$ cat config.mk
export PLATFORM = sky130hd
export DESIGN_NAME = hbd_fifo
export DESIGN_NICKNAME = d
export VERILOG_FILES = /design/src/rtl/hbd_pkg.sv /design/src/rtl/hbd_fifo.sv
export SDC_FILE = /design/constraint.sdc
export NUM_CORES = 1
export LEC_CHECK = 0
export BUFFER_PORTS_ARGS = -buffer_cell sky130_fd_sc_hd__buf_4
export CELL_PAD_IN_SITES_DETAIL_PLACEMENT = 1
export CELL_PAD_IN_SITES_GLOBAL_PLACEMENT = 2
export CORE_ASPECT_RATIO = 1.4
export CORE_MARGIN = 2
export CORE_UTILIZATION = 40
export DETAILED_ROUTE_END_ITERATION = 12
export GPL_TIMING_DRIVEN = 1
export PLACE_DENSITY = 0.76
export SYNTH_ARGS = -nofsm -noshare
export SYNTH_HDL_FRONTEND = slang
export SYNTH_SLANG_ARGS = --single-unit
$ cat constraint.sdc
create_clock -name i_clk -period 2.89 [get_ports i_clk]
set_input_delay 0.1445 -clock i_clk [delete_from_list [all_inputs] [get_ports i_clk]]
set_output_delay 0.1445 -clock i_clk [all_outputs]
set_load 0.02 [all_outputs]
$ cat src/rtl/hbd_pkg.sv
// ----------------------------------------------------------------------------
// hbd_pkg
// shared types and constants of the histogram bhattacharyya distance block
// ----------------------------------------------------------------------------
`default_nettype none

package hbd_pkg;

    // result format: unsigned q0.16, 1.0 needs a 17th bit
    localparam int DIST_W      = 17;
    localparam int OUT_TDATA_W = ((DIST_W + 7) / 8) * 8;
    localparam int RATIO_SHIFT = 16;
    // fraction pairs of the final root: sqrt(x * 2^16) over a q0.16 x
    localparam int DIST_FRAC   = 8;
    localparam logic [DIST_W-1:0] ONE_Q16 = 17'h10000;

    // short queue between front and back
    localparam int QUEUE_AW    = 2;
    localparam int QUEUE_DEPTH = 1 << QUEUE_AW;

    // finishing sequencer
    typedef enum logic [3:0] {
        FIN_IDLE,
        FIN_MUL,
        FIN_DSTART,
        FIN_DROOT,
        FIN_DIV,
        FIN_CLAMP,
        FIN_QSTART,
        FIN_QROOT,
        FIN_DONE
    } t_fin_state;

endpackage

`default_nettype wire

$ cat src/rtl/hbd_fifo.sv
// ----------------------------------------------------------------------------
// hbd_fifo
// short register queue decoupling the front stage from the root pipeline
// ----------------------------------------------------------------------------
`default_nettype none

module hbd_fifo #(
    parameter int WIDTH = 81
) (
    input  wire logic             i_clk,
    input  wire logic             i_rst_n,
    input  wire logic             i_push,
    input  wire logic [WIDTH-1:0] i_data,
    output logic                  o_full,
    input  wire logic             i_pop,
    output logic                  o_valid,
    output logic [WIDTH-1:0]      o_data
);

    logic [WIDTH-1:0]             r_mem [hbd_pkg::QUEUE_DEPTH];
    logic [hbd_pkg::QUEUE_AW-1:0] r_wr;
    logic [hbd_pkg::QUEUE_AW-1:0] r_rd;
    logic [hbd_pkg::QUEUE_AW:0]   r_count;

    assign o_full  = (r_count == (hbd_pkg::QUEUE_AW + 1)'(hbd_pkg::QUEUE_DEPTH));
    assign o_valid = (r_count != '0);
    assign o_data  = r_mem[r_rd];

    always_ff @(posedge i_clk) begin
        if (!i_rst_n) begin
            r_wr    <= '0;
            r_rd    <= '0;
            r_count <= '0;
        end else begin
            if (i_push) begin
                r_wr <= r_wr + 1'b1;
            end
            if (i_pop) begin
                r_rd <= r_rd + 1'b1;
            end
            priority case ({i_push, i_pop})
                2'b10:   r_count <= r_count + 1'b1;
                2'b01:   r_count <= r_count - 1'b1;
                default: r_count <= r_count;
            endcase
        end
    end

    always_ff @(posedge i_clk) begin
        if (i_push) begin
            r_mem[r_wr] <= i_data;
        end
    end

endmodule

`default_nettype wire

==> flow_summary.json <==
{
  "antenna_found_initial": 2,
  "synth_cell_types": 20,
  "ys_seq_area_frac": 0.811,
  "grt_pass1_vias": 6666,
  "synth_area_um2": 12200,
  "io_buffers": 167,
  "hold_violations": 0,
  "clock_path_buffers": 3,
  "max_cap_viol_count": 0,
  "dieHeight_um": 211,
  "cts_sinks": 333,
  "outcome": "finished clean",
  "synth_top_area_frac": 0.797,
  "crit_chain": "buf_12 -> mux4_2 -> buf_4",
  "cts_tree": "yes",
  "gp_congestion": 0.737,
  "r2r_slack_ps": 950,
  "cp.arrival_ps": 2330,
  "num_io_pins": 168,
  "worst_pin_slew_ps": 752,
  "root_buffer": "clkbuf_16",
  "final_nets": 839,
  "crit_buf_inv": 2,
  "avgSynthCellArea_um2": 26.3,
  "required_ps": 2750,
  "synthMuxAreaShare": 0.151,
  "cts.clk_slew.worst_paths_ps": 60,
  "use_met2": 0.299,
  "post-route-drc-count": 0,
  "synth_cells": 465,
  "wl_per_cell_um": 22.1,
  "cp-start-kind": "register",
  "peakVddDrop_mv": 0.450,
  "final_antenna_net_count": 0,
  "final_layout_size_suffix_gt1_frac": 0.406,
  "initial_utilization": 0.407,
  "gr-usage-met1": 0.194,
  "synth-simple-area-share": 0.00758,
  "power_mw": 10.9,
  "top_usage_layer": "met2",
  "finalClockSkew_ps": 12.6,
  "syn2layout_area_growth_pct": 28.9,
  "cts_htree_levels": 1,
  "finalSetupViolCount": 0,
  "grt_max_degree": 47,
  "grt_setup_unrepaired": "no",
  "grtUsageMet3": 0.0255,
  "r2r_end": "r_mem[2][15]",
  "drt_iter0_markers": 216,
  "synth_area_leaders": "edfxtp_1 80%, mux4_2 15%, dfxtp_1 1.5%, buf_12 1.3%, ha_1 0.51%",
  "slew_violations": 0,
  "max_stage_delay_ps": 670,
  "hp-start": "i_data[10]",
  "die_w_um": 152,
  "grt_pass1_wl_um": 39200,
  "synth_top_cell_by_area": "edfxtp_1",
  "leakagePower_nw": 5.36,
  "grt_use_total": 0.164,
  "vias_per_cell": 5.01,
  "min_to": "r_mem[2][10]",
  "dp_hpwl_um": 15600,
  "dr_total_vias": 5789,
  "path_max_fanout": 29,
  "synth_warnings": 0,
  "first_pass_iters": 4,
  "max_freq_ghz": 0.403,
  "synth-compound-area-share": 0.00102,
  "fin_crit_sh": 0.858,
  "cts_made_buffers": 31,
  "drt-total-wl_um": 25500,
  "die_area_um2": 32000,
  "pwr_density_cell_nw_per_um2": 694,
  "crit_family": "flip-flops",
  "r2r_start": "r_wr[0]",
  "slowest_stage": "dfxtp_4",
  "clkLatencyLatePin_ps": 560,
  "synth_top_family_by_area": "multiplexers",
  "rows": 75,
  "period_needed_ps": 2480,
  "ys_ff_latch": 333,
  "whs_path_depth": 2,
  "cts.repair.resized": 0,
  "end_kind": "output port",
  "syn_nets": 556,
  "yosys.area_share.xor_xnor": 0.00359,
  "relSlewSlack": 0.498,
  "core_um2": 30000,
  "tns_ps": 0,
  "hp-class": "primary input to register",
  "synthAdderAreaFrac": 0.00676,
  "ff2ff_path_depth": 4,
  "path_class": "register to output port",
  "gr-total-overflow": 0
}
worst max-delay path by stage:
stage | slack (ps) | end | cells past startpoint | startpoint
finish | 410 | o_data[71] | 3 | register
CTS | 310 | o_data[73] | 3 | register
global route | 230 | o_data[27] | 3 | register
floorplan | 20 | r_mem[0][0] | 3 | r_wr[0]
detailed placement | 890 | r_mem[2][55] | 4 | r_wr[0]
global placement | 940 | o_data[71] | 3 | register
per-layer routing:
layer,part of all wire,wire (um)
met5,0,0
met4,0.031,790
met3,0.045,1140
met2,0.55,14000
met1,0.38,9590
layout make-up:
cell class	instances	area, um2
Fill cell	2680	14300
Clock inverter	16	163
Sequential cell	333	9920
Inverter	3	11.3
Tap cell	385	482
Antenna cell	2	5.00
Multi-Input combinational cell	111	2090
Timing Repair Buffer	268	2270
Clock buffer	38	802
logic make-up after synthesis:
kind of cell / count (synthesis)
compound gates: 2
xor+xnor: 5
fa+ha+maj: 6
buf+inv: 21
flops: 333
mux: 83
simple gates: 15
metrics by stage:
step           setup slack (ps)  instances  hold WS, ps  utilization  area (um2)
2_1_floorplan              15.3        465          243            -       12200
5_1_grt                     230       1155          313        0.524       15700
6_report                    411       1156          331        0.524       15700
3_3_place_gp                939       1015          344        0.464       13900
4_1_cts                     309       1154          292        0.524       15700
3_5_place_dp                894       1015          348        0.464       13900
worst register-to-register path, cell delays in order (launching register included):
cell and delay (ps):
dfxtp_1 350, inv_1 100, ha_1 150, and2_4 630, buf_4 400
sequential cells by signal, summed over array words and instances (netlist names), named ones only:
signal and cells:
r_rd 2, r_mem 324, r_wr 2, r_count 3
synthesized netlist by cell type, drive strengths merged:
cell    number
o21ai        1
nor2b        2
and2         9
nor3b        1
clkbuf       1
mux2i        2
mux4        81
or3          2
nand2        1
xor2         2
xnor2        3
ha           5
buf         17
fa           1
a21boi       1
dfxtp        9
edfxtp     324
inv          3
report_power, final:
part | total [mW] | switching, mW | leakage (nW) | internal (mW)
clock network | 3.90 | 1.67 | 0.475 | 2.23
registers | 5.64 | 0.0981 | 3.05 | 5.54
logic | 1.38 | 0.700 | 1.83 | 0.678
total | 10.9 | 2.46 | 5.36 | 8.45
cells in the final DEF (no fill, tap or decap), drive strengths merged:
cell	count
clkbuf	38
and2	9
dfxtp	9
nor3b	1
buf	183
or3	2
clkinv	11
ha	5
bufinv	3
xnor2	3
nand2	1
diode	2
xor2	2
fa	1
o21ai	1
edfxtp	324
mux4	81
dlygate4sd3	85
nor2b	2
inv	5
mux2i	2
a21boi	1
repair_timing:
item / CTS / global route
hold buffers: 85 / 0
setup buffers: 0 / 0
endpoints found under the hold margin: 333 / 0
No activity file was read; power rests on OpenSTA's default activity.
