`config.mk`:
```
export PLATFORM = sky130hd
export DESIGN_NAME = hbd_root_pipe
export DESIGN_NICKNAME = d
export VERILOG_FILES = /design/src/rtl/hbd_root_pipe.sv
export SDC_FILE = /design/constraint.sdc
export NUM_CORES = 2
export LEC_CHECK = 0
export BUFFER_PORTS_ARGS = -buffer_cell sky130_fd_sc_hd__buf_4
export CAP_MARGIN = 20
export CORE_MARGIN = 3
export CORE_UTILIZATION = 50
export CTS_BUF_LIST = sky130_fd_sc_hd__clkbuf_4 sky130_fd_sc_hd__clkbuf_8
export DETAILED_ROUTE_END_ITERATION = 12
export PLACE_DENSITY = 0.68
export SYNTH_ARGS = -nofsm -noshare
export SYNTH_HDL_FRONTEND = slang
export SYNTH_SLANG_ARGS = --single-unit
```
`constraint.sdc`:
```
create_clock -name i_clk -period 182.4 [get_ports i_clk]
set_input_delay 18.24 -clock i_clk [delete_from_list [all_inputs] [get_ports i_clk]]
set_output_delay 18.24 -clock i_clk [all_outputs]
set_load 0.05 [all_outputs]
```
`src/rtl/hbd_root_pipe.sv`:
```
// ----------------------------------------------------------------------------
// hbd_root_pipe
// pipelined per-bin fixed-point root with saturating totals and root sum
// ----------------------------------------------------------------------------
`default_nettype none

module hbd_root_pipe #(
    parameter int COUNT_BITS = 20,
    parameter int TOTAL_W    = 26,
    parameter int FRAC_BITS  = 8
) (
    input  wire logic                          i_clk,
    input  wire logic                          i_rst_n,
    input  wire logic                          i_valid,
    output logic                               o_ready,
    input  wire logic [2*COUNT_BITS-1:0]       i_prod,
    input  wire logic [COUNT_BITS-1:0]         i_count_a,
    input  wire logic [COUNT_BITS-1:0]         i_count_b,
    input  wire logic                          i_last,
    input  wire logic                          i_fin_busy,
    output logic                               o_fin_start,
    output logic [TOTAL_W-1:0]                 o_total_a,
    output logic [TOTAL_W-1:0]                 o_total_b,
    output logic [TOTAL_W+FRAC_BITS-1:0]       o_sum
);

    localparam int PW    = 2 * COUNT_BITS;
    localparam int RTW   = COUNT_BITS + FRAC_BITS;
    localparam int REMW  = RTW + 2;
    localparam int SUM_W = TOTAL_W + FRAC_BITS;

    logic [PW-1:0]         r_x     [RTW];
    logic [REMW-1:0]       r_rem   [RTW];
    logic [RTW-1:0]        r_root  [RTW+1];
    logic [COUNT_BITS-1:0] r_a     [RTW+1];
    logic [COUNT_BITS-1:0] r_b     [RTW+1];
    logic                  r_last  [RTW+1];
    logic                  r_v     [RTW+1];

    logic [TOTAL_W-1:0]    r_total_a;
    logic [TOTAL_W-1:0]    r_total_b;
    logic [SUM_W-1:0]      r_sum;
    logic [TOTAL_W-1:0]    n_total_a;
    logic [TOTAL_W-1:0]    n_total_b;
    logic [SUM_W-1:0]      n_sum;
    logic [TOTAL_W:0]      w_add_a;
    logic [TOTAL_W:0]      w_add_b;
    logic [SUM_W:0]        w_add_s;
    logic                  w_en;
    logic                  w_out;

    // hold everything while a finished comparison waits for the finisher
    assign w_en    = !(r_v[RTW] && r_last[RTW] && i_fin_busy);
    assign o_ready = w_en;
    assign w_out   = w_en && r_v[RTW];

    // stage 0 load
    always_ff @(posedge i_clk) begin
        if (!i_rst_n) begin
            r_v[0] <= 1'b0;
        end else if (w_en) begin
            r_v[0] <= i_valid;
        end
    end

    always_ff @(posedge i_clk) begin
        if (w_en) begin
            r_x[0]    <= i_prod;
            r_rem[0]  <= '0;
            r_root[0] <= '0;
            r_a[0]    <= i_count_a;
            r_b[0]    <= i_count_b;
            r_last[0] <= i_last;
        end
    end

    // one root digit per stage
    for (genvar i = 0; i < RTW; i++) begin : g_step
        logic [REMW-1:0] w_remsh;
        logic [REMW-1:0] w_trial;
        logic [REMW-1:0] w_diff;
        logic            w_ge;

        always_comb begin
            w_remsh = {r_rem[i][REMW-3:0], r_x[i][PW-1 -: 2]};
            w_trial = {r_root[i], 2'b01};
            w_ge    = (w_remsh >= w_trial);
            w_diff  = w_remsh - w_trial;
        end

        always_ff @(posedge i_clk) begin
            if (!i_rst_n) begin
                r_v[i+1] <= 1'b0;
            end else if (w_en) begin
                r_v[i+1] <= r_v[i];
            end
        end

        always_ff @(posedge i_clk) begin
            if (w_en) begin
                r_root[i+1] <= {r_root[i][RTW-2:0], w_ge};
                r_a[i+1]    <= r_a[i];
                r_b[i+1]    <= r_b[i];
                r_last[i+1] <= r_last[i];
            end
        end

        if (i < RTW - 1) begin : g_carry
            always_ff @(posedge i_clk) begin
                if (w_en) begin
                    r_x[i+1]   <= r_x[i] << 2;
                    r_rem[i+1] <= w_ge ? w_diff : w_remsh;
                end
            end
        end
    end

    // saturating accumulation at the pipe output
    always_comb begin
        w_add_a   = {1'b0, r_total_a} + {{(TOTAL_W + 1 - COUNT_BITS){1'b0}}, r_a[RTW]};
        w_add_b   = {1'b0, r_total_b} + {{(TOTAL_W + 1 - COUNT_BITS){1'b0}}, r_b[RTW]};
        w_add_s   = {1'b0, r_sum} + {{(SUM_W + 1 - RTW){1'b0}}, r_root[RTW]};
        n_total_a = w_add_a[TOTAL_W] ? '1 : w_add_a[TOTAL_W-1:0];
        n_total_b = w_add_b[TOTAL_W] ? '1 : w_add_b[TOTAL_W-1:0];
        n_sum     = w_add_s[SUM_W]   ? '1 : w_add_s[SUM_W-1:0];
    end

    always_ff @(posedge i_clk) begin
        if (!i_rst_n) begin
            r_total_a <= '0;
            r_total_b <= '0;
            r_sum     <= '0;
        end else if (w_out) begin
            if (r_last[RTW]) begin
                r_total_a <= '0;
                r_total_b <= '0;
                r_sum     <= '0;
            end else begin
                r_total_a <= n_total_a;
                r_total_b <= n_total_b;
                r_sum     <= n_sum;
            end
        end
    end

    assign o_fin_start = w_out && r_last[RTW];
    assign o_total_a   = n_total_a;
    assign o_total_b   = n_total_b;
    assign o_sum       = n_sum;

endmodule

`default_nettype wire

```
==> summary.md <==
| Metric | Value |
|---|---|
| Status | `completed` |
| Antenna violations before repair | `3` |
| Simple-Gate Fraction of Synth Area | `0.0805` |
| Clock edge transition at the registers on the reported setup and hold paths | `roughly 60 ps` |
| Wire per inst | `around 17 um` |
| Vias in the first global route | `65,800` |
| WS Path Type | `primary input to output port` |
| GRT overflow | `0` |
| Commonest cells in the netlist | `edfxtp_1, inv_1, nand2_1` |
| Crit path required time | `164,160 ps` |
| Post-Synth XOR/XNOR Area | `0.0448` |
| Hold buffer count at CTS | `0` |
| DR vias | `65,300` |
| CP Max Fanout | `29` |
| Cell area after synthesis | `119,000 um2` |
| Worst slew pin tran | `1150 ps` |
| Yosys warning total | `0` |
| Clk_lat worst skew | `1130 ps` |
| Core area | `236,000 um2` |
| Final min period | `37,440 ps` |
| Final slew viol count | `0` |
| Die area | `244,000 um2` |
| Peak per-stage delay on the critical path | `380 ps` |
| Max Cap Viol | `0` |
| H-tree levels | `5` |
| Top-Level Pins | `173` |
| Pwr/cell area | `11.8 nW/um2` |
| Crit start category | `primary input` |
| # Post-CTS Setup Buffers | `0` |
| Fillers | `18,400` |
| Share of layout cells above drive strength 1 | `0.122` |
| Detail Route Antenna Nets | `0` |
| Hold Path Class | `flop to flop` |
| Headroom to the max-slew limit | `0.233` |
| All-Layer GR Usage | `0.166` |
| Final Cycle Share | `0.205` |
| HPWL after DPL | `138 mm` |
| Initial core utilization | `0.504` |
| Lkg Pwr | `53.4 nW` |
| Die width | `494 um` |
| Setup Viol. Count Final | `0` |
| Post_cts resized | `0` |
| Area leader, netlist | `edfxtp_1` |
| Compound-gate portion of the synthesized area | `0.0798` |
| Post-Synth Adder-Cell Area | `0.0531` |
| Post-synth top flop | `edfxtp_1` |
| Die Ht | `494 um` |
| First-pass GRT wire length | `332 mm` |
| Seq/Total Area, Yosys | `0.710` |
| Fmax | `26.7 MHz` |
| Async set-reset flop share out of synthesis | `0` |
| Tot Pwr | `1.57 mW` |
| Gate count after technology mapping | `8,232` |
| Layout Nets | `9,382` |
| GPL Wtd Cong | `0.878` |
| Yosys reg bits | `approximately 2,800` |
| Root Buffer | `clkbuf_8` |
| Post-synth EDFFs | `2,755` |
| Hold slack | `roughly 350 ps` |
| Number of distinct library cells after synthesis | `87` |
| Setup crit end kind | `output port` |
| Largest family of logic cells by synthesized area | `simple AND/OR/NAND/NOR gates` |
| # rows | `178` |
| Crit path max-delay cell type | `buf_4` |
| Worst Skew | `136 ps` |
| Wirelength, routed | `205 mm` |
| Most used cell, CP | `buf_4` |
| Largest net degree at the start of global routing | `168` |
| Crit path cell chain | `buf_4 > nand2_1 > nand2_1 > buf_4 > nor2_1 > buf_4` |
| Post-synth net total | `8,816` |
| Post-synth top area share | `0.695` |
| Residual DRC | `0` |
| Clk buf depth | `4` |
| Clock sinks | `2,842` |
| Final setup TNS | `0 ps` |
| Worst EP arrival | `19,200 ps` |
| # port buffers | `172` |
| Final Hold Viols | `0` |
| DR vias/cell | `5.31` |
| Most common cell in the netlist | `edfxtp_1` |
| CTS buffer count | `464` |
| Worst VDD drop | `0.00846 mV` |
| Area Overhead vs Synth | `11.9%` |
| RSZ-0062 raised after global routing | `no` |
| CTS tree | `done` |
| Mux share of post-synthesis cell area | `0.00889` |
| Drt first pass iters | `5` |
| Avg Cell Area, Syn | `approximately 14 um2` |
| Top post-synthesis cells by area | `edfxtp_1, ha_1, xnor2_1` |
| Number of DRC markers in iteration 0 | `around 4,100` |
-- metrics by stage --
step	area [um2]	worst slack, ps	cells	util
3_5_place_dp	124000	144960	11500	0.527
6_report	133000	144960	12300	0.564
4_1_cts	133000	144950	12300	0.564
3_3_place_gp	124000	144890	11500	0.527
5_1_grt	133000	144870	12300	0.564
2_1_floorplan	119000	72010	8232	-
-- metal layers --
layer / GRT usage / routed length [um]
met1: 0.204 / 84900
met2: 0.289 / 104000
met3: 0.0291 / 8600
met4: 0.0689 / 7250
met5: 0 / 0
-- cell usage in the layout, fill, tap and decap left out, types with 30 or more instances in the layout --
master / n
or3_1: 79
a22o_1: 44
xnor2_1: 308
o21a_1: 82
and2_1: 30
and3_1: 67
ha_1: 489
a211oi_1: 51
o21bai_1: 43
nand3_1: 110
clkbuf_4: 149
inv_1: 582
o21ai_0: 426
nand2b_1: 95
a31oi_1: 49
nor3_1: 169
buf_4: 228
clkinv_2: 49
nor2b_1: 75
o31ai_1: 44
or2_2: 52
nand4_1: 75
clkinv_1: 110
edfxtp_1: 2755
clkbuf_8: 477
xor2_1: 300
nor4_1: 82
a21oi_1: 426
or4_1: 40
dfxtp_1: 87
a21o_1: 138
nor2_1: 419
mux2_2: 85
nand2_1: 565
-- flip-flops by register name, indices dropped and copies added, names as in the netlist --
| name | flops |
|---|---|
| r_a | 580 |
| r_b | 580 |
| r_last | 29 |
| r_rem | 712 |
| r_root | 406 |
| r_sum | 34 |
| r_total_a | 26 |
| r_total_b | 26 |
| r_v | 29 |
| r_x | 420 |
-- cell type report --
class	instances	area, um2	share of cell area
Antenna cell	3	7.51	0.0000564
Timing Repair Buffer	237	1830	0.0137
Multi-Input combinational cell	4668	31900	0.239
Inverter	585	2200	0.0165
Clock inverter	185	1150	0.00864
Sequential cell	2842	84500	0.634
Clock buffer	626	7680	0.0577
Tap cell	3150	3940	0.0296
-- final timing paths --
path                            endpoint  cells after the start  slack (ps)                     from
setup / recovery             o_fin_start                      6      144960               i_fin_busy
hold reg to reg    r_a[24][12]$_DFFE_PN_                      0         350    r_a[23][12]$_DFFE_PN_
hold / removal     r_a[24][12]$_DFFE_PN_                      0         350    r_a[23][12]$_DFFE_PN_
setup reg to reg  r_rem[4][43]$_DFFE_PN_                      9      174790  r_last[1][12]$_DFFE_PN_
-- critical path, delay by kind of cell --
kind          cells  cell delay (ps)
buf+inv           3              690
simple gates      3              270
-- cell families after synthesis --
family	Yosys count
adder cells (fa/ha/maj)	499
other	1
buffers and inverters	722
AND/OR/NAND/NOR	1945
multiplexers	95
AO/OA/AOI/OAI	1520
XOR/XNOR	608
flip-flops	2842
-- power breakdown --
group | switching, mW | internal [mW] | leakage (nW)
sequential | 0.0473 | 0.810 | 28.8
combinational | 0.107 | 0.0869 | 19.9
clock | 0.236 | 0.287 | 4.69
total | 0.390 | 1.18 | 53.4
Power figures use the tool's default switching activity.
