$ cat src/rtl/hbd_front.sv
// ----------------------------------------------------------------------------
// hbd_front
// input stage: takes bin pairs, forms the bin product and tags the last bin
// ----------------------------------------------------------------------------
`default_nettype none

module hbd_front #(
    parameter int COUNT_BITS = 20
) (
    input  wire logic                    i_clk,
    input  wire logic                    i_rst_n,
    input  wire logic                    i_valid,
    output logic                         o_ready,
    input  wire logic [COUNT_BITS-1:0]   i_count_a,
    input  wire logic [COUNT_BITS-1:0]   i_count_b,
    input  wire logic                    i_last,
    input  wire logic                    i_full,
    output logic                         o_push,
    output logic [2*COUNT_BITS-1:0]      o_prod,
    output logic [COUNT_BITS-1:0]        o_count_a,
    output logic [COUNT_BITS-1:0]        o_count_b,
    output logic                         o_last
);

    logic                    r_valid;
    logic [2*COUNT_BITS-1:0] r_prod;
    logic [COUNT_BITS-1:0]   r_count_a;
    logic [COUNT_BITS-1:0]   r_count_b;
    logic                    r_last;
    logic                    w_accept;

    assign o_ready  = !r_valid || !i_full;
    assign w_accept = i_valid && o_ready;
    assign o_push   = r_valid && !i_full;

    always_ff @(posedge i_clk) begin
        if (!i_rst_n) begin
            r_valid <= 1'b0;
        end else if (w_accept) begin
            r_valid <= 1'b1;
        end else if (o_push) begin
            r_valid <= 1'b0;
        end
    end

    always_ff @(posedge i_clk) begin
        if (w_accept) begin
            r_prod    <= {{COUNT_BITS{1'b0}}, i_count_a} * {{COUNT_BITS{1'b0}}, i_count_b};
            r_count_a <= i_count_a;
            r_count_b <= i_count_b;
            r_last    <= i_last;
        end
    end

    assign o_prod    = r_prod;
    assign o_count_a = r_count_a;
    assign o_count_b = r_count_b;
    assign o_last    = r_last;

endmodule

`default_nettype wire

$ cat config.mk
export PLATFORM = sky130hd
export DESIGN_NAME = hbd_front
export DESIGN_NICKNAME = d
export VERILOG_FILES = /design/src/rtl/hbd_front.sv
export SDC_FILE = /design/constraint.sdc
export NUM_CORES = 1
export LEC_CHECK = 0
export CAP_MARGIN = 15
export CORE_MARGIN = 2
export CORE_UTILIZATION = 45
export DETAILED_ROUTE_END_ITERATION = 7
export DONT_BUFFER_PORTS = 1
export GPL_ROUTABILITY_DRIVEN = 0
export RECOVER_POWER = 25
export SLEW_MARGIN = 0
export SYNTH_ARGS = -nofsm -noshare
export SYNTH_HDL_FRONTEND = slang
export SYNTH_SLANG_ARGS = --single-unit
$ cat constraint.sdc
create_clock -name i_clk -period 14.01 [get_ports i_clk]
set_input_delay 2.802 -clock i_clk [delete_from_list [all_inputs] [get_ports i_clk]]
set_output_delay 2.802 -clock i_clk [all_outputs]
set_load 0.01 [all_outputs]
==> flow_summary.toml, run 1 <==
[synthesis]
synth_area_mm2 = 0.01612
ys_types = 49
ys_seq_area_share_pct = 15.22
avgSynthCellArea_um2 = 9.645
synth-main-ff-cell = "edfxtp_1"
yosys_warnings = 0
synth_top_area_share_pct = 39.75
synth.most_common_cell = "inv_1"
synth_top_area_cell = "fa_1"
ys_top_cells_by_count = "362 x inv_1, 320 x fa_1, 227 x nand2_1, 220 x and2_1, 150 x ha_1"
yosys-top-cells-area = "fa_1 40%, edfxtp_1 15%, ha_1 12%"
ys_seq_elements = 82
synth-edff-count = 81
syn-num-nets = 2186
syn_inst = 1671
async_reset_ff_share_pct = 0

[clocking]
cts_root_buf = "clkbuf_16"
cts_buffers = 9
cts_sinks = 82
cts_tree = "done"
cts.htree.levels = 3
clk_pin_slew_ns = 0.07
cts_setup_buffers = 0
hold_buffers = 0
cts_buffer_depth = 2
clock_latency_ns = 0.38
post_cts_resized = 0

[sta]
finalSetupViolCount = 0
min_period_ns = 8.640
tightest_slew_ns = 2.447
finalSetupTns_ns = 0
max_slew_margin_pct = -63.21
worst_clock_skew_ns = 0.008554
fin_crit_sh_pct = 61.67
finalHoldViolations = 0
fmax_mhz = 115.7
maxSlewViolCount = 38
rsz0062_at_grt = "false"

[cells_and_area]
nets = 2110
num_antenna_cells = 0
area_growth_pct = 3.331
drive_gt1_share_pct = 1.563

[worst_setup_path]
required_ns = 14.13
rrSetupSlack_ns = 10.58
start_kind = "primary input"
crit_arrival_ns = 8.76
end_kind = "register"
critPathKind = "primary input to register"
crit_path_max_fanout = 21

[placement]
portBuffers = 0
dpl.hpwl_um = 30150

[grt]
gr-usage-all-layers_pct = 22.31
grt_overflow = 0
grt_pass1_wl_um = 64500
antenna_found_initial = 1
grt_pass1_vias = 11970
grt_max_degree = 46

[run]
maxCapViolations = 1

[detailed_routing]
avgRoutedWirePerCell_um = 19.13
viasPerCell = 5.277
drtIter0Drc = 534
first_pass_iters = 5
via_count = 10876
wl_um = 39430
drcViolationCount = 0
ant_nets = 0

[outcome]
status = "finished with violations"
violations = "max-capacitance violations, max-slew violations"

[die]
die_h_um = 193.3
die_x_um = 193.3
initial_core_util_pct = 45.53
ios = 128
coreArea_mm2 = 0.03540
placementRows = 69
die_area_mm2 = 0.03735

[min_path]
hold_class = "register to register"
worst max-delay path, stage by stage:
cell and delay [ns]:
and2_1 0.16, fa_1 0.54, inv_1 0.06, fa_1 0.49, fa_1 0.53, inv_1 0.06
fa_1 0.55, fa_1 0.44, fa_1 0.49, inv_1 0.05, fa_1 0.47, inv_1 0.04
ha_1 0.34, a21oi_1 0.30, o21ai_0 0.16, o21ai_0 0.28, o21ai_0 0.13, a41oi_1 0.35
and2_1 0.24, o21ai_0 0.11, xor2_1 0.16
cell usage in the layout, fill, tap and decap left out, types with 4 or more instances in the layout:
master	instances
a211oi_1	4
fa_1	320
nor2_1	26
o21ai_0	19
inv_1	362
a21boi_0	4
ha_1	150
o21a_1	7
and3_1	4
nor2b_1	4
a21o_1	16
xor2_1	16
nand4_1	8
a311oi_1	4
and2_1	218
xnor2_1	21
a21oi_1	40
a31oi_1	5
nand3_1	7
edfxtp_1	81
nor3_1	4
clkbuf_16	9
nand2_1	227
logic make-up (layout without fill, tap and decap cells):
kind of cell / after synthesis / count (layout) / synth area share, %
DFF: 82 / 82 / 15.22
and+or+nand+nor: 511 / 511 / 15.91
xor gates and xnor gates: 37 / 37 / 2.011
adders and majority gates: 470 / 470 / 51.39
AOI/OAI and AO/OA: 120 / 120 / 4.844
buffers and inverters: 450 / 379 / 10.56
muxes: 1 / 1 / 0.06987
sequential cells by signal (all words and copies together) (netlist names):
signal,flops
o_count_a,20
o_count_b,20
o_last,1
o_prod,40
r_valid,1
final timing paths:
path	from	end	depth (start not counted)
hold reg to reg	r_valid	r_valid	2
setup / recovery	i_count_b[5]	o_prod[31]	21
hold / removal	r_valid	r_valid	2
setup reg to reg	r_valid	o_count_b[9]	3
per-layer routing:
metal / GRT usage, % / share of wire, % / wire length, um
met1: 27.09 / 40 / 15670
met2: 39.29 / 52 / 20560
met3: 4.219 / 4.6 / 1833
met4: 8.482 / 3.5 / 1372
met5: 0 / 0 / 0
through the flow:
stage	cell area, um2	setup WS [ns]	util, %	hold slack, ns	std cells
after floorplan	16120	5.254	-	0.4865	1671
after global placement	16360	5.065	46.22	0.5121	2045
after detailed placement	16360	5.008	46.22	0.5196	2045
after CTS	16660	5.434	47.06	0.5308	2061
after global routing	16650	5.052	47.05	0.5947	2061
final	16650	5.370	47.05	0.5268	2061
layout make-up:
type	instances	area [um2]
clock buffer	10	229.0
clock inverter	6	66.31
fill	3398	18740
inverter	362	1359
multi-input combinational	1139	11960
sequential	82	2452
tap	461	576.8
timing repair buffer	1	7.507
Power of run 1 is not shown: default switching activity piles up to over one toggle a cycle in this logic, so the estimate is an artifact.
==> run 2: changes to the inputs <==
Clock period 14.01 ns to 8.4 ns, I/O delays scaled along.
==> run 2 against run 1 <==
- the run still ends with max-capacitance violations, max-slew violations left
- sequential cell count unchanged
- first-iteration DRC count up 3.0%
- die area unchanged
- hold slack about the same
- sequential share of layout area about the same
- clock skew about the same
- critical path type unchanged
- critical endpoint is now o_prod[35]
==> flow_summary.toml, run 2 (synthesis gave the netlist of run 1 again) <==
[outcome]
status = "finished with violations"
violations = "max-capacitance violations, max-slew violations"

[worst_setup_path]
r2r_end = "o_count_b[9]"
rrSetupSlack_ns = 4.98
cp-startpoint = "i_count_b[5]"
crit_path_top_delay_cell = "fa_1"
end_kind = "register"
crit_arrival_ns = 7.67
required_ns = 8.53
crit_path_max_fanout = 21
cp_slowest_stage_delay_ns = 0.55
critPathKind = "primary input to register"
cp_cell_sequence = "and2_1 > fa_1 > inv_1 > fa_1 > fa_1 > inv_1 > fa_1 > fa_1 > fa_1 > inv_1 > fa_1 > inv_1 > ha_1 > a21oi_1 > o21ai_0 > o21ai_0 > o21ai_0 > a41oi_1 > and2_1 > o21ai_0 > xor2_1"
start_kind = "primary input"
crit_top_cell = "fa_1"
reg2reg_depth = 3
reg2reg_from = "r_valid"

[sta]
worst_clock_skew_ns = 0.008299
setup_ws_ns = 0.8591
tightest_slew_ns = 2.455
min_period_ns = 7.541
max_slew_margin_pct = -63.74
fmax_mhz = 132.6
finalSetupTns_ns = 0
maxSlewViolCount = 38
finalHoldViolations = 0
finalSetupViolCount = 0
fin_crit_sh_pct = 89.77
rsz0062_at_grt = "false"

[grt]
grt_pass1_vias = 12013
grt_pass1_wl_um = 64740
gr-usage-all-layers_pct = 22.32
grt_overflow = 0
antenna_found_initial = 0
grt_max_degree = 46

[cells_and_area]
largest_reg_flops = 40
drive_gt1_share_pct = 1.563
design_area_mm2 = 0.01664
layout_common_cells = "362 x inv_1, 320 x fa_1, 227 x nand2_1"
num_antenna_cells = 0
area_growth_pct = 3.230
nets = 2110
layout.cells.non_filler = 2061
mostFrequentLayoutCell = "inv_1"

[placement]
dpl.hpwl_um = 30260
placedCellCount = 2045
place_area_mm2 = 0.01636
pre_cts_ws_ns = 0.4841
portBuffers = 0

[clocking]
clk_pin_slew_ns = 0.07
cts_root_buf = "clkbuf_16"
hold_buffers = 0
cts_tree = "done"
cts.htree.levels = 3
cts_setup_buffers = 0
cts_sinks = 82
cts_buffers = 9
post_cts_resized = 0
clock_latency_ns = 0.38
cts_buffer_depth = 2

[detailed_routing]
ant_nets = 0
viasPerCell = 5.281
drcViolationCount = 0
wl_um = 39310
avgRoutedWirePerCell_um = 19.07
drtIter0Drc = 550
first_pass_iters = 5
via_count = 10884

[die]
placementRows = 69
die_x_um = 193.3
initial_core_util_pct = 45.53
die_area_mm2 = 0.03735
die_h_um = 193.3
coreArea_mm2 = 0.03540
ios = 128

[min_path]
hold_class = "register to register"
worstHoldEndpoint = "r_valid"
hp-start = "r_valid"
hold_depth = 2

[run]
maxCapViolations = 1
[run 2: changes by cell type in the layout (fill, tap and decap cells not counted), sizes merged]
cell | before | now
bufinv | 1 | 0
clkbuf | 10 | 9
clkinv | 1 | 4
clkinvlp | 3 | 2
[run 2: cell type report]
cell class,instances,area [um2]
tap,461,576.8
inverter,362,1359
multi-input combinational,1139,11960
fill,3383,18760
clock buffer,9,225.2
sequential,82,2452
timing repair buffer,1,7.507
clock inverter,7,53.80
[run 2: per-stage QoR]
step,hold WS [ns],utilization (%)
floorplan,0.4865,-
global placement,0.5120,46.22
detailed placement,0.5196,46.22
CTS,0.5310,47.01
global route,0.5942,47.00
finish,0.5271,47.00
[run 2: per-layer routing]
| layer | vias up | GRT usage [%] | share of wire, % |
|---|---|---|---|
| li1 | 4856 | - | - |
| met1 | 5658 | 26.84 | 39 |
| met2 | 311 | 39.89 | 53 |
| met3 | 59 | 4.254 | 4.9 |
| met4 | 0 | 7.888 | 3.1 |
| met5 | - | 0 | 0 |
[run 2: how the worst max path moves through the flow]
| stage | to | slack (ns) | depth (start not counted) |
|---|---|---|---|
| 2_1_floorplan | o_prod[37] | 0.77 | 23 |
| 3_3_place_gp | o_prod[36] | 0.58 | 24 |
| 3_5_place_dp | o_prod[36] | 0.48 | 23 |
| 4_1_cts | o_prod[36] | 0.90 | 23 |
| 5_1_grt | o_prod[36] | 0.53 | 24 |
| 6_report | o_prod[35] | 0.86 | 21 |
[run 2: worst max-delay path, delay by kind of cell]
family          cells  cell delay, ns
xor+xnor            1            0.16
simple gates        2            0.40
fa+ha+maj           8            3.86
buf+inv             4            0.21
compound gates      6            1.34
Power of run 2 is left out for the same reason.
==> run 3: changes to the inputs <==
Settings changed: PLACE_DENSITY set to 0.58.
==> run 3 against run 2 <==
- maximum frequency increased by 0.29%
- the flow still finishes with violations (max-capacitance violations, max-slew violations)
- non-clock buffer count stayed put
- hold slack improved by 0.018 ns
- die area stayed put
- final cell count is the same
- sequential cell count unchanged
- count of clock-buffer cells in the layout rose by 2
- worst setup slack improved by 0.022 ns
- clock skew grew 0.0012 ns
- highest routed layer unchanged
- global-route usage increased by 0.30 points
==> flow_summary.toml, run 3 (synthesis gave the netlist of run 1 again) <==
[cells_and_area]
multi_input_area_mm2 = 0.01196
nFillCells = 3419
mostFrequentLayoutCell = "inv_1"
design_area_mm2 = 0.01666
layout_common_cells = "362 x inv_1, 320 x fa_1, 227 x nand2_1"
nets = 2110
register_area_mm2 = 0.002452
drive_gt1_share_pct = 1.563
area_growth_pct = 3.400
num_antenna_cells = 0
largest_reg_flops = 40

[placement]
place_area_mm2 = 0.01636
portBuffers = 0
dpl.hpwl_um = 30510

[clocking]
clk_pin_slew_ns = 0.07
post_cts_resized = 0
cts_setup_buffers = 0
cts.htree.levels = 3
hold_buffers = 0
cts_buffers = 9
cts_root_buf = "clkbuf_16"
cts_tree = "done"
cts_sinks = 82
cts_buffer_depth = 2
clock_latency_ns = 0.39

[sta]
finalSetupViolCount = 0
worst_clock_skew_ns = 0.009482
finalHoldViolations = 0
fin_crit_sh_pct = 89.51
finalSetupTns_ns = 0
rsz0062_at_grt = "false"
max_slew_margin_pct = -76.62
min_period_ns = 7.519
maxSlewViolCount = 41
tightest_slew_ns = 2.648
fmax_mhz = 133.0

[grt]
antenna_found_initial = 0
grt_pass1_vias = 11897
grt_max_degree = 43
gr-usage-all-layers_pct = 22.63
grt_pass1_wl_um = 65300
grt_overflow = 0

[worst_setup_path]
end_kind = "register"
critPathKind = "primary input to register"
crit_path_max_fanout = 21
crit_arrival_ns = 7.66
start_kind = "primary input"
required_ns = 8.54

[detailed_routing]
drcViolationCount = 0
drtIter0Drc = 462
via_count = 10848
viasPerCell = 5.263
wl_um = 40050
avgRoutedWirePerCell_um = 19.43
ant_nets = 0
first_pass_iters = 5

[die]
initial_core_util_pct = 45.53
ios = 128
placementRows = 69
coreArea_mm2 = 0.03540
die_x_um = 193.3
die_area_mm2 = 0.03735
die_h_um = 193.3

[min_path]
hold_class = "register to register"

[run]
maxCapViolations = 1

[outcome]
violations = "max-capacitance violations, max-slew violations"
status = "finished with violations"
-- run 3: final cells by class --
type	count	share of cell area [%]
sequential	82	14.72
timing repair buffer	1	0.04505
tap	461	3.461
multi-input combinational	1139	71.78
clock buffer	11	1.457
inverter	362	8.154
clock inverter	5	0.3829
-- run 3: worst paths after layout --
kind | slack [ns] | cells past startpoint | startpoint | end
worst max-delay path | 0.88 | 23 | i_count_a[9] | o_prod[36]
worst min-delay path | 0.55 | 2 | r_valid | r_valid
worst max register to register | 4.83 | 3 | r_valid | o_count_b[9]
worst min register to register | 0.55 | 2 | r_valid | r_valid
-- run 3: per-stage QoR --
stage	std cells	utilization, %	worst slack, ns	hold WS (ns)
after CTS	2061	47.09	0.8970	0.5500
final	2061	47.08	0.8809	0.5451
after global placement	2045	46.22	0.5499	0.5149
after detailed placement	2045	46.22	0.4729	0.5397
after floorplan	1671	-	0.7663	0.4865
after global routing	2061	47.08	0.5565	0.6034
-- run 3: metal layers --
metal | up-vias | wire, um | global-route usage, %
met2 | 280 | 21000 | 39.99
met1 | 5660 | 16030 | 27.72
met5 | - | 0 | 0
li1 | 4856 | - | -
met3 | 52 | 1817 | 4.498
met4 | 0 | 1207 | 7.407
-- run 3: critical path, stage by stage --
cell and delay, ns:
and2_1 0.16, fa_1 0.45, fa_1 0.55, inv_1 0.05, fa_1 0.47, inv_1 0.07
fa_1 0.50, inv_1 0.05, fa_1 0.52, inv_1 0.05, fa_1 0.47, inv_1 0.05
fa_1 0.47, inv_1 0.04, ha_1 0.37, nand2_1 0.10, nor2_1 0.04, a211oi_1 0.48
a31oi_1 0.26, a31oi_1 0.38, and2b_1 0.23, o21ai_2 0.07, xor2_1 0.14
Power of run 3 is left out for the same reason.
