File: src/rtl/hbd_pkg.sv
// ----------------------------------------------------------------------------
// hbd_pkg
// shared types and constants of the histogram bhattacharyya distance block
// ----------------------------------------------------------------------------
`default_nettype none

package hbd_pkg;

    // result format: unsigned q0.16, 1.0 needs a 17th bit
    localparam int DIST_W      = 17;
    localparam int OUT_TDATA_W = ((DIST_W + 7) / 8) * 8;
    localparam int RATIO_SHIFT = 16;
    // fraction pairs of the final root: sqrt(x * 2^16) over a q0.16 x
    localparam int DIST_FRAC   = 8;
    localparam logic [DIST_W-1:0] ONE_Q16 = 17'h10000;

    // short queue between front and back
    localparam int QUEUE_AW    = 2;
    localparam int QUEUE_DEPTH = 1 << QUEUE_AW;

    // finishing sequencer
    typedef enum logic [3:0] {
        FIN_IDLE,
        FIN_MUL,
        FIN_DSTART,
        FIN_DROOT,
        FIN_DIV,
        FIN_CLAMP,
        FIN_QSTART,
        FIN_QROOT,
        FIN_DONE
    } t_fin_state;

endpackage

`default_nettype wire

File: src/rtl/hbd_isqrt.sv
// ----------------------------------------------------------------------------
// hbd_isqrt
// iterative digit-by-digit integer root, one result bit per cycle
// ----------------------------------------------------------------------------
`default_nettype none

module hbd_isqrt #(
    parameter int VW = 52,
    parameter int RW = 34
) (
    input  wire logic                       i_clk,
    input  wire logic                       i_rst_n,
    input  wire logic                       i_start,
    input  wire logic [VW-1:0]              i_value,
    input  wire logic [$clog2(RW+1)-1:0]    i_steps,
    output logic                            o_done,
    output logic [RW-1:0]                   o_root
);

    localparam int CW   = $clog2(RW + 1);
    localparam int REMW = RW + 2;

    logic [VW-1:0]   r_x;
    logic [REMW-1:0] r_rem;
    logic [RW-1:0]   r_root;
    logic [CW-1:0]   r_cnt;
    logic            r_busy;
    logic            r_done;
    logic [REMW-1:0] w_remsh;
    logic [REMW-1:0] w_trial;
    logic            w_ge;

    // leading zero pairs of a short value only add zero root bits
    always_comb begin
        w_remsh = {r_rem[REMW-3:0], r_x[VW-1 -: 2]};
        w_trial = {r_root, 2'b01};
        w_ge    = (w_remsh >= w_trial);
    end

    always_ff @(posedge i_clk) begin
        if (!i_rst_n) begin
            r_busy <= 1'b0;
            r_done <= 1'b0;
            r_cnt  <= '0;
        end else begin
            r_done <= r_busy && (r_cnt == CW'(1));
            if (i_start) begin
                r_busy <= 1'b1;
                r_cnt  <= i_steps;
            end else if (r_busy) begin
                r_cnt <= r_cnt - 1'b1;
                if (r_cnt == CW'(1)) begin
                    r_busy <= 1'b0;
                end
            end
        end
    end

    always_ff @(posedge i_clk) begin
        if (i_start) begin
            r_x    <= i_value;
            r_rem  <= '0;
            r_root <= '0;
        end else if (r_busy) begin
            r_x    <= r_x << 2;
            r_rem  <= w_ge ? (w_remsh - w_trial) : w_remsh;
            r_root <= {r_root[RW-2:0], w_ge};
        end
    end

    assign o_done = r_done;
    assign o_root = r_root;

endmodule

`default_nettype wire

File: src/rtl/hbd_finish.sv
// ----------------------------------------------------------------------------
// hbd_finish
// end-of-comparison sequencer: denominator root, ratio division, final root
// ----------------------------------------------------------------------------
`default_nettype none

module hbd_finish #(
    parameter int TOTAL_W   = 26,
    parameter int FRAC_BITS = 8
) (
    input  wire logic                          i_clk,
    input  wire logic                          i_rst_n,
    input  wire logic                          i_start,
    input  wire logic [TOTAL_W-1:0]            i_total_a,
    input  wire logic [TOTAL_W-1:0]            i_total_b,
    input  wire logic [TOTAL_W+FRAC_BITS-1:0]  i_sum,
    output logic                               o_busy,
    output logic                               o_valid,
    input  wire logic                          i_ready,
    output logic [hbd_pkg::DIST_W-1:0]         o_distance,
    output logic                               o_empty_error
);

    localparam int SUM_W = TOTAL_W + FRAC_BITS;
    localparam int PW    = 2 * TOTAL_W;
    localparam int RW    = TOTAL_W + ((FRAC_BITS > hbd_pkg::DIST_FRAC) ?
                                      FRAC_BITS : hbd_pkg::DIST_FRAC);
    localparam int SCW   = $clog2(RW + 1);
    localparam int DW    = SUM_W + hbd_pkg::RATIO_SHIFT;
    localparam int DCW   = $clog2(DW);
    localparam logic [SCW-1:0] STEPS_DEN  = SCW'(TOTAL_W + FRAC_BITS);
    localparam logic [SCW-1:0] STEPS_DIST = SCW'(TOTAL_W + hbd_pkg::DIST_FRAC);

    hbd_pkg::t_fin_state r_state;
    hbd_pkg::t_fin_state n_state;

    logic [TOTAL_W-1:0]         r_ta;
    logic [TOTAL_W-1:0]         r_tb;
    logic [SUM_W-1:0]           r_sum;
    logic                       r_err;
    logic [PW-1:0]              r_prod;
    logic [SUM_W-1:0]           r_den;
    logic [SUM_W-1:0]           r_rem;
    logic [DW-1:0]              r_quo;
    logic [DCW-1:0]             r_cnt;
    logic [hbd_pkg::DIST_W-1:0] r_v;
    logic [hbd_pkg::DIST_W-1:0] r_dist;
    logic                       r_out_valid;
    logic [hbd_pkg::DIST_W-1:0] r_out_dist;
    logic                       r_out_err;

    logic                       w_empty;
    logic                       w_sq_start;
    logic [PW-1:0]              w_sq_value;
    logic [SCW-1:0]             w_sq_steps;
    logic                       w_sq_done;
    logic [RW-1:0]              w_sq_root;
    logic                       w_load_out;
    logic [SUM_W:0]             w_remsh;
    logic [SUM_W:0]             w_diff;
    logic                       w_ge;
    logic [hbd_pkg::DIST_W-1:0] w_ratio;

    assign w_empty = (i_total_a == '0) || (i_total_b == '0);

    hbd_isqrt #(
        .VW (PW),
        .RW (RW)
    ) u_isqrt (
        .i_clk   (i_clk),
        .i_rst_n (i_rst_n),
        .i_start (w_sq_start),
        .i_value (w_sq_value),
        .i_steps (w_sq_steps),
        .o_done  (w_sq_done),
        .o_root  (w_sq_root)
    );

    // next state
    always_comb begin
        n_state = r_state;
        unique case (r_state)
            hbd_pkg::FIN_IDLE: begin
                if (i_start) begin
                    n_state = w_empty ? hbd_pkg::FIN_DONE : hbd_pkg::FIN_MUL;
                end
            end
            hbd_pkg::FIN_MUL:    n_state = hbd_pkg::FIN_DSTART;
            hbd_pkg::FIN_DSTART: n_state = hbd_pkg::FIN_DROOT;
            hbd_pkg::FIN_DROOT: begin
                if (w_sq_done) begin
                    n_state = hbd_pkg::FIN_DIV;
                end
            end
            hbd_pkg::FIN_DIV: begin
                if (r_cnt == DCW'(DW - 1)) begin
                    n_state = hbd_pkg::FIN_CLAMP;
                end
            end
            hbd_pkg::FIN_CLAMP:  n_state = hbd_pkg::FIN_QSTART;
            hbd_pkg::FIN_QSTART: n_state = hbd_pkg::FIN_QROOT;
            hbd_pkg::FIN_QROOT: begin
                if (w_sq_done) begin
                    n_state = hbd_pkg::FIN_DONE;
                end
            end
            hbd_pkg::FIN_DONE: begin
                if (!r_out_valid || i_ready) begin
                    n_state = hbd_pkg::FIN_IDLE;
                end
            end
            default: n_state = hbd_pkg::FIN_IDLE;
        endcase
    end

    // control outputs
    always_comb begin
        o_busy     = (r_state != hbd_pkg::FIN_IDLE);
        w_sq_start = 1'b0;
        w_sq_value = r_prod;
        w_sq_steps = STEPS_DEN;
        w_load_out = 1'b0;
        unique case (r_state)
            hbd_pkg::FIN_DSTART: begin
                w_sq_start = 1'b1;
            end
            hbd_pkg::FIN_QSTART: begin
                w_sq_start = 1'b1;
                w_sq_value = {{(PW - hbd_pkg::DIST_W){1'b0}}, r_v};
                w_sq_steps = STEPS_DIST;
            end
            hbd_pkg::FIN_DONE: begin
                w_load_out = !r_out_valid || i_ready;
            end
            default: begin
                w_sq_start = 1'b0;
            end
        endcase
    end

    always_ff @(posedge i_clk) begin
        if (!i_rst_n) begin
            r_state <= hbd_pkg::FIN_IDLE;
        end else begin
            r_state <= n_state;
        end
    end

    // restoring division step and ratio clamp
    always_comb begin
        w_remsh = {r_rem, r_quo[DW-1]};
        w_diff  = w_remsh - {1'b0, r_den};
        w_ge    = (w_remsh >= {1'b0, r_den});
        w_ratio = (r_quo > {{(DW - hbd_pkg::DIST_W){1'b0}}, hbd_pkg::ONE_Q16}) ?
                  hbd_pkg::ONE_Q16 : r_quo[hbd_pkg::DIST_W-1:0];
    end

    always_ff @(posedge i_clk) begin
        unique case (r_state)
            hbd_pkg::FIN_IDLE: begin
                if (i_start) begin
                    r_ta  <= i_total_a;
                    r_tb  <= i_total_b;
                    r_sum <= i_sum;
                    r_err <= w_empty;
                end
            end
            hbd_pkg::FIN_MUL: begin
                r_prod <= {{TOTAL_W{1'b0}}, r_ta} * {{TOTAL_W{1'b0}}, r_tb};
            end
            hbd_pkg::FIN_DROOT: begin
                if (w_sq_done) begin
                    r_den <= w_sq_root[SUM_W-1:0];
                    r_rem <= '0;
                    r_quo <= {r_sum, {hbd_pkg::RATIO_SHIFT{1'b0}}};
                    r_cnt <= '0;
                end
            end
            hbd_pkg::FIN_DIV: begin
                r_rem <= w_ge ? w_diff[SUM_W-1:0] : w_remsh[SUM_W-1:0];
                r_quo <= {r_quo[DW-2:0], w_ge};
                r_cnt <= r_cnt + 1'b1;
            end
            hbd_pkg::FIN_CLAMP: begin
                r_v <= hbd_pkg::ONE_Q16 - w_ratio;
            end
            hbd_pkg::FIN_QROOT: begin
                if (w_sq_done) begin
                    r_dist <= w_sq_root[hbd_pkg::DIST_W-1:0];
                end
            end
            default: begin
                r_cnt <= r_cnt;
            end
        endcase
    end

    // result register, holds while the receiver stalls
    always_ff @(posedge i_clk) begin
        if (!i_rst_n) begin
            r_out_valid <= 1'b0;
        end else if (w_load_out) begin
            r_out_valid <= 1'b1;
        end else if (i_ready) begin
            r_out_valid <= 1'b0;
        end
    end

    always_ff @(posedge i_clk) begin
        if (w_load_out) begin
            r_out_dist <= r_err ? '0 : r_dist;
            r_out_err  <= r_err;
        end
    end

    assign o_valid       = r_out_valid;
    assign o_distance    = r_out_dist;
    assign o_empty_error = r_out_err;

endmodule

`default_nettype wire

File: config.mk
export PLATFORM = sky130hd
export DESIGN_NAME = hbd_finish
export DESIGN_NICKNAME = d
export VERILOG_FILES = /design/src/rtl/hbd_pkg.sv /design/src/rtl/hbd_isqrt.sv /design/src/rtl/hbd_finish.sv
export SDC_FILE = /design/constraint.sdc
export NUM_CORES = 2
export LEC_CHECK = 0
export BUFFER_PORTS_ARGS = -buffer_cell sky130_fd_sc_hd__buf_2
export CAP_MARGIN = 20
export CORE_ASPECT_RATIO = 2
export CORE_MARGIN = 5
export CORE_UTILIZATION = 59
export CTS_CLUSTER_DIAMETER = 60
export DETAILED_ROUTE_END_ITERATION = 10
export PLACE_DENSITY_LB_ADDON = 0.25
export SLEW_MARGIN = 30
export SYNTH_ARGS = -nofsm -noshare
export SYNTH_HDL_FRONTEND = slang
export SYNTH_SLANG_ARGS = --single-unit
File: constraint.sdc
create_clock -name i_clk -period 7.45 [get_ports i_clk]
set_input_delay 2.235 -clock i_clk [delete_from_list [all_inputs] [get_ports i_clk]]
set_output_delay 2.235 -clock i_clk [all_outputs]
set_load 0.01 [all_outputs]
==> key figures <==
Synth
  – Synth Area in Compound Gates: 0.0766
  – Cell count after synthesis: 4,210
  – Flip-flop cell with the highest count after synthesis: sky130_fd_sc_hd__edfxtp_1
  – Number of distinct standard cells referenced by the synthesized netlist: 78
  – Arithmetic-cell share of the synthesized area counting full adders, half adders and majority gates: 0.349
  – Largest family of logic cells by synthesized area: adder cells
  – Post-synth EDFFs: 367
  – Share of synthesized registers carrying an async set or reset: 0
  – Area share of and/or/nand/nor cells after synthesis: 0.150
  – Share of synthesized area spent on multiplexers: 0.0205
  – Total nets after synthesis: 5,141
  – Post-synth design cell area: 0.0425 mm^2
  – Post-synthesis register bit count: 448
  – Post-Synth XOR/XNOR Area: 0.0239
  – Number of warning messages in the yosys log: 0
  – Fraction of the yosys area taken by sequential cells: 0.298
  – Mapped Avg Cell Area: 10.1 um^2

Global routing
  – Gr ovfl total: 0
  – Met2 Usage GRT: 0.519
  – Pin count of the biggest net entering global routing: 86
  – Number of antenna violations at the first check in global routing: 2
  – Via count of the first global-routing pass: 32,900
  – Most crowded layer after global routing: met2
  – Total Routing Usage GR: 0.274
  – Met1 usage in global routing: 0.281
  – Global-route wire length before repair: 168,000 um
  – Met3 global-route usage: 0.0308

Layout
  – Layout Area Growth over Synthesis: 8.90%
  – Share of post-route cells with drive strength above 1: 0.0853
  – Final nets: 5,257
  – Most frequent standard cell in the layout excluding fill and tap cells: sky130_fd_sc_hd__inv_1
  – Leading cell types in the layout, fill and taps excluded: 719 x sky130_fd_sc_hd__inv_1, 575 x sky130_fd_sc_hd__fa_1, 538 x sky130_fd_sc_hd__nand2_1
  – Filler Cells Inserted: 5,756
  – Utilization of the core after routing: 0.645

Worst setup path
  – Critical Path Max Stage Delay: 0.55 ns
  – Most used cell along the critical path: sky130_fd_sc_hd__fa_1
  – Internal reg-to-reg setup slack: 0.22 ns
  – Startpoint types: register
  – Critical-path cell with the highest stage delay: sky130_fd_sc_hd__fa_1
  – Reg2Reg Capture Point: r_prod[39]
  – Kind of critical path: reg -> reg
  – Required time of the critical path: 7.76 ns
  – Cell count of the worst reg-to-reg path: 25
  – Max FO, Critical Path: 4
  – Startpoint of the lowest-slack register-to-register path: r_ta[18]
  – Signal arrival time at the worst endpoint: 7.54 ns
  – Critical path capture point type: register

Clock tree
  – Clock root buffer master: sky130_fd_sc_hd__clkbuf_16
  – Cts bufs inserted: 43
  – Maximum number of buffers from clock root to sink: 3
  – TritonCTS sink count: 448
  – Clock edge transition at the registers on the reported setup and hold paths: 0.06 ns
  – Number of levels in the clock H-tree: 2
  – Clock latency on the worst-skew pair: 0.60 ns
  – Clock tree from TritonCTS: built
  – Number of hold buffers added after cts: 0

STA
  – Number of slew-limit violations in the final report: 0
  – Final-report setup violation count: 0
  – Highest clock frequency the design can meet: 138 MHz
  – Relative slew slack: 0.323
  – Worst-case setup margin in the final layout: 0.222 ns
  – Tcrit/Tclk final: 0.970
  – Minimum hold slack: 0.475 ns
  – Min cycle time layout: 7.23 ns
  – Hold Fails Final Rpt: 0
  – Setup repair after global routing missed its margin: yes
  – Worst Skew: 0.0416 ns
  – Transition at the pin with the smallest max-transition slack: 1.02 ns

Die
  – Count of standard-cell rows: 139
  – Die H: 389 um
  – Die Footprint: 0.0778 mm^2
  – Effective utilization at floorplan: 0.593
  – Chip width: 200 um
  – Count of boundary I/O pins: 110
  – Floorplan core area: 0.0717 mm^2

Detailed routing
  – Per-cell via count in the routed design: 5.67
  – Pre-antenna DRT Iters: 5
  – Detailed router's first-iteration violation count: 1,670
  – Aggregate routed wire length: 105,000 um
  – Routed via count: 29,900
  – Antenna viol nets, final: 0
  – Wire length per cell: 19.8 um
  – DRC errors left: 0

Placed design
  – Port-buffer cells: 109
  – Detailed-placement wirelength estimate: 84,800 um
  – GPL Wtd Cong: 0.949
  – Worst setup slack before clock tree synthesis: 0.120 ns

Status
  – Result of the run: finished, final reports clean

Hold path
  – Hold Crit Start: u_isqrt.r_rem[0]
  – Hold path depth: 2
  – Hold/Removal Path Class: reg -> reg
  – Hold EP: u_isqrt.r_rem[0]

Job
  – # Max-Cap Violations: 0
## worst max path at each step
| stage | startpoint | to | slack [ns] | cells past startpoint |
|---|---|---|---|---|
| after floorplan | r_tb[5] | r_prod[45] | 0.38 | 27 |
| final | r_ta[18] | r_prod[39] | 0.22 | 25 |
| after CTS | r_tb[3] | r_prod[46] | 0.07 | 24 |
| after detailed placement | r_ta[7] | r_prod[46] | 0.12 | 24 |
| after global placement | r_ta[7] | r_prod[46] | 0.16 | 24 |
| after global routing | r_tb[10] | r_prod[39] | -0.08 | 25 |
## synth_stat cells (34+ instances only)
| cell type | number | share of area |
|---|---|---|
| sky130_fd_sc_hd__fa_1 | 575 | 0.27 |
| sky130_fd_sc_hd__ha_1 | 266 | 0.078 |
| sky130_fd_sc_hd__dfxtp_1 | 81 | 0.038 |
| sky130_fd_sc_hd__o21ai_0 | 74 | 0.0087 |
| sky130_fd_sc_hd__nor2_1 | 186 | 0.016 |
| sky130_fd_sc_hd__a22o_1 | 36 | 0.0074 |
| sky130_fd_sc_hd__nand2_1 | 538 | 0.048 |
| sky130_fd_sc_hd__xor2_1 | 41 | 0.0085 |
| sky130_fd_sc_hd__mux2i_1 | 87 | 0.021 |
| sky130_fd_sc_hd__inv_1 | 720 | 0.064 |
| sky130_fd_sc_hd__nor2b_1 | 34 | 0.0050 |
| sky130_fd_sc_hd__a21o_1 | 48 | 0.0085 |
| sky130_fd_sc_hd__a21oi_1 | 141 | 0.017 |
| sky130_fd_sc_hd__clkbuf_1 | 168 | 0.015 |
| sky130_fd_sc_hd__edfxtp_1 | 367 | 0.26 |
| sky130_fd_sc_hd__and2_1 | 378 | 0.056 |
| sky130_fd_sc_hd__xnor2_1 | 75 | 0.015 |
| sky130_fd_sc_hd__o21ai_1 | 42 | 0.0050 |
## through the flow
| stage | std cells | instance area (um^2) | setup TNS [ns] |
|---|---|---|---|
| 2_1_floorplan | 4210 | 42500 | 0 |
| 3_3_place_gp | 5180 | 44500 | 0 |
| 3_5_place_dp | 5180 | 44500 | 0 |
| 4_1_cts | 5259 | 46000 | 0 |
| 5_1_grt | 5276 | 46200 | -0.179 |
| 6_report | 5277 | 46200 | 0 |
## area by class of cell
cell class                 instances  area [um^2]  area share
tap                              916         1150      0.0248
antenna                            1         2.50   0.0000541
inverter                         721         2710      0.0586
timing repair buffer             258         1770      0.0382
multi-input combinational       2854        26400       0.572
sequential                       448        12600       0.273
clock buffer                      45         1080      0.0234
clock inverter                    34          444     0.00961
## sequential cells by signal, indices dropped and copies added, names as in the netlist, 34 cells and up
register / cells
r_prod: 52
u_isqrt.o_root: 34
u_isqrt.r_rem: 34
u_isqrt.r_x: 52
r_sum: 34
r_den: 34
r_rem: 34
r_quo: 50
## what timing repair did
action / in CTS / in global routing
buffers inserted: 0 / 17
resized for setup: 0 / 16
endpoints found under the setup margin: 0 / 10
## worst max-delay path, delay by kind of cell, from the launching register on
kind                     cells  cell delay, ns
adder cells (fa/ha/maj)      8            3.96
AO/OA/AOI/OAI                9            1.66
buffers and inverters        6            0.59
flip-flops                   1            0.50
AND/OR/NAND/NOR              1            0.14
XOR/XNOR                     1            0.08
## layer usage
layer | vias to the layer above | share of wire | wire length, um
met5 | - | 0.00011 | 12
met2 | 874 | 0.55 | 57700
met1 | 15000 | 0.33 | 34700
li1 | 13700 | - | -
met3 | 404 | 0.041 | 4320
met4 | 2 | 0.076 | 7970
## kinds of logic after synthesis
logic type | count (synthesis)
xor+xnor | 116
flops | 448
simple gates | 1312
fa+ha+maj | 841
buf+inv | 908
compound gates | 498
mux | 87
Power is left out: the tool's default activity adds up to more than one toggle a clock period on the data nets, which glitch-free logic cannot reach.
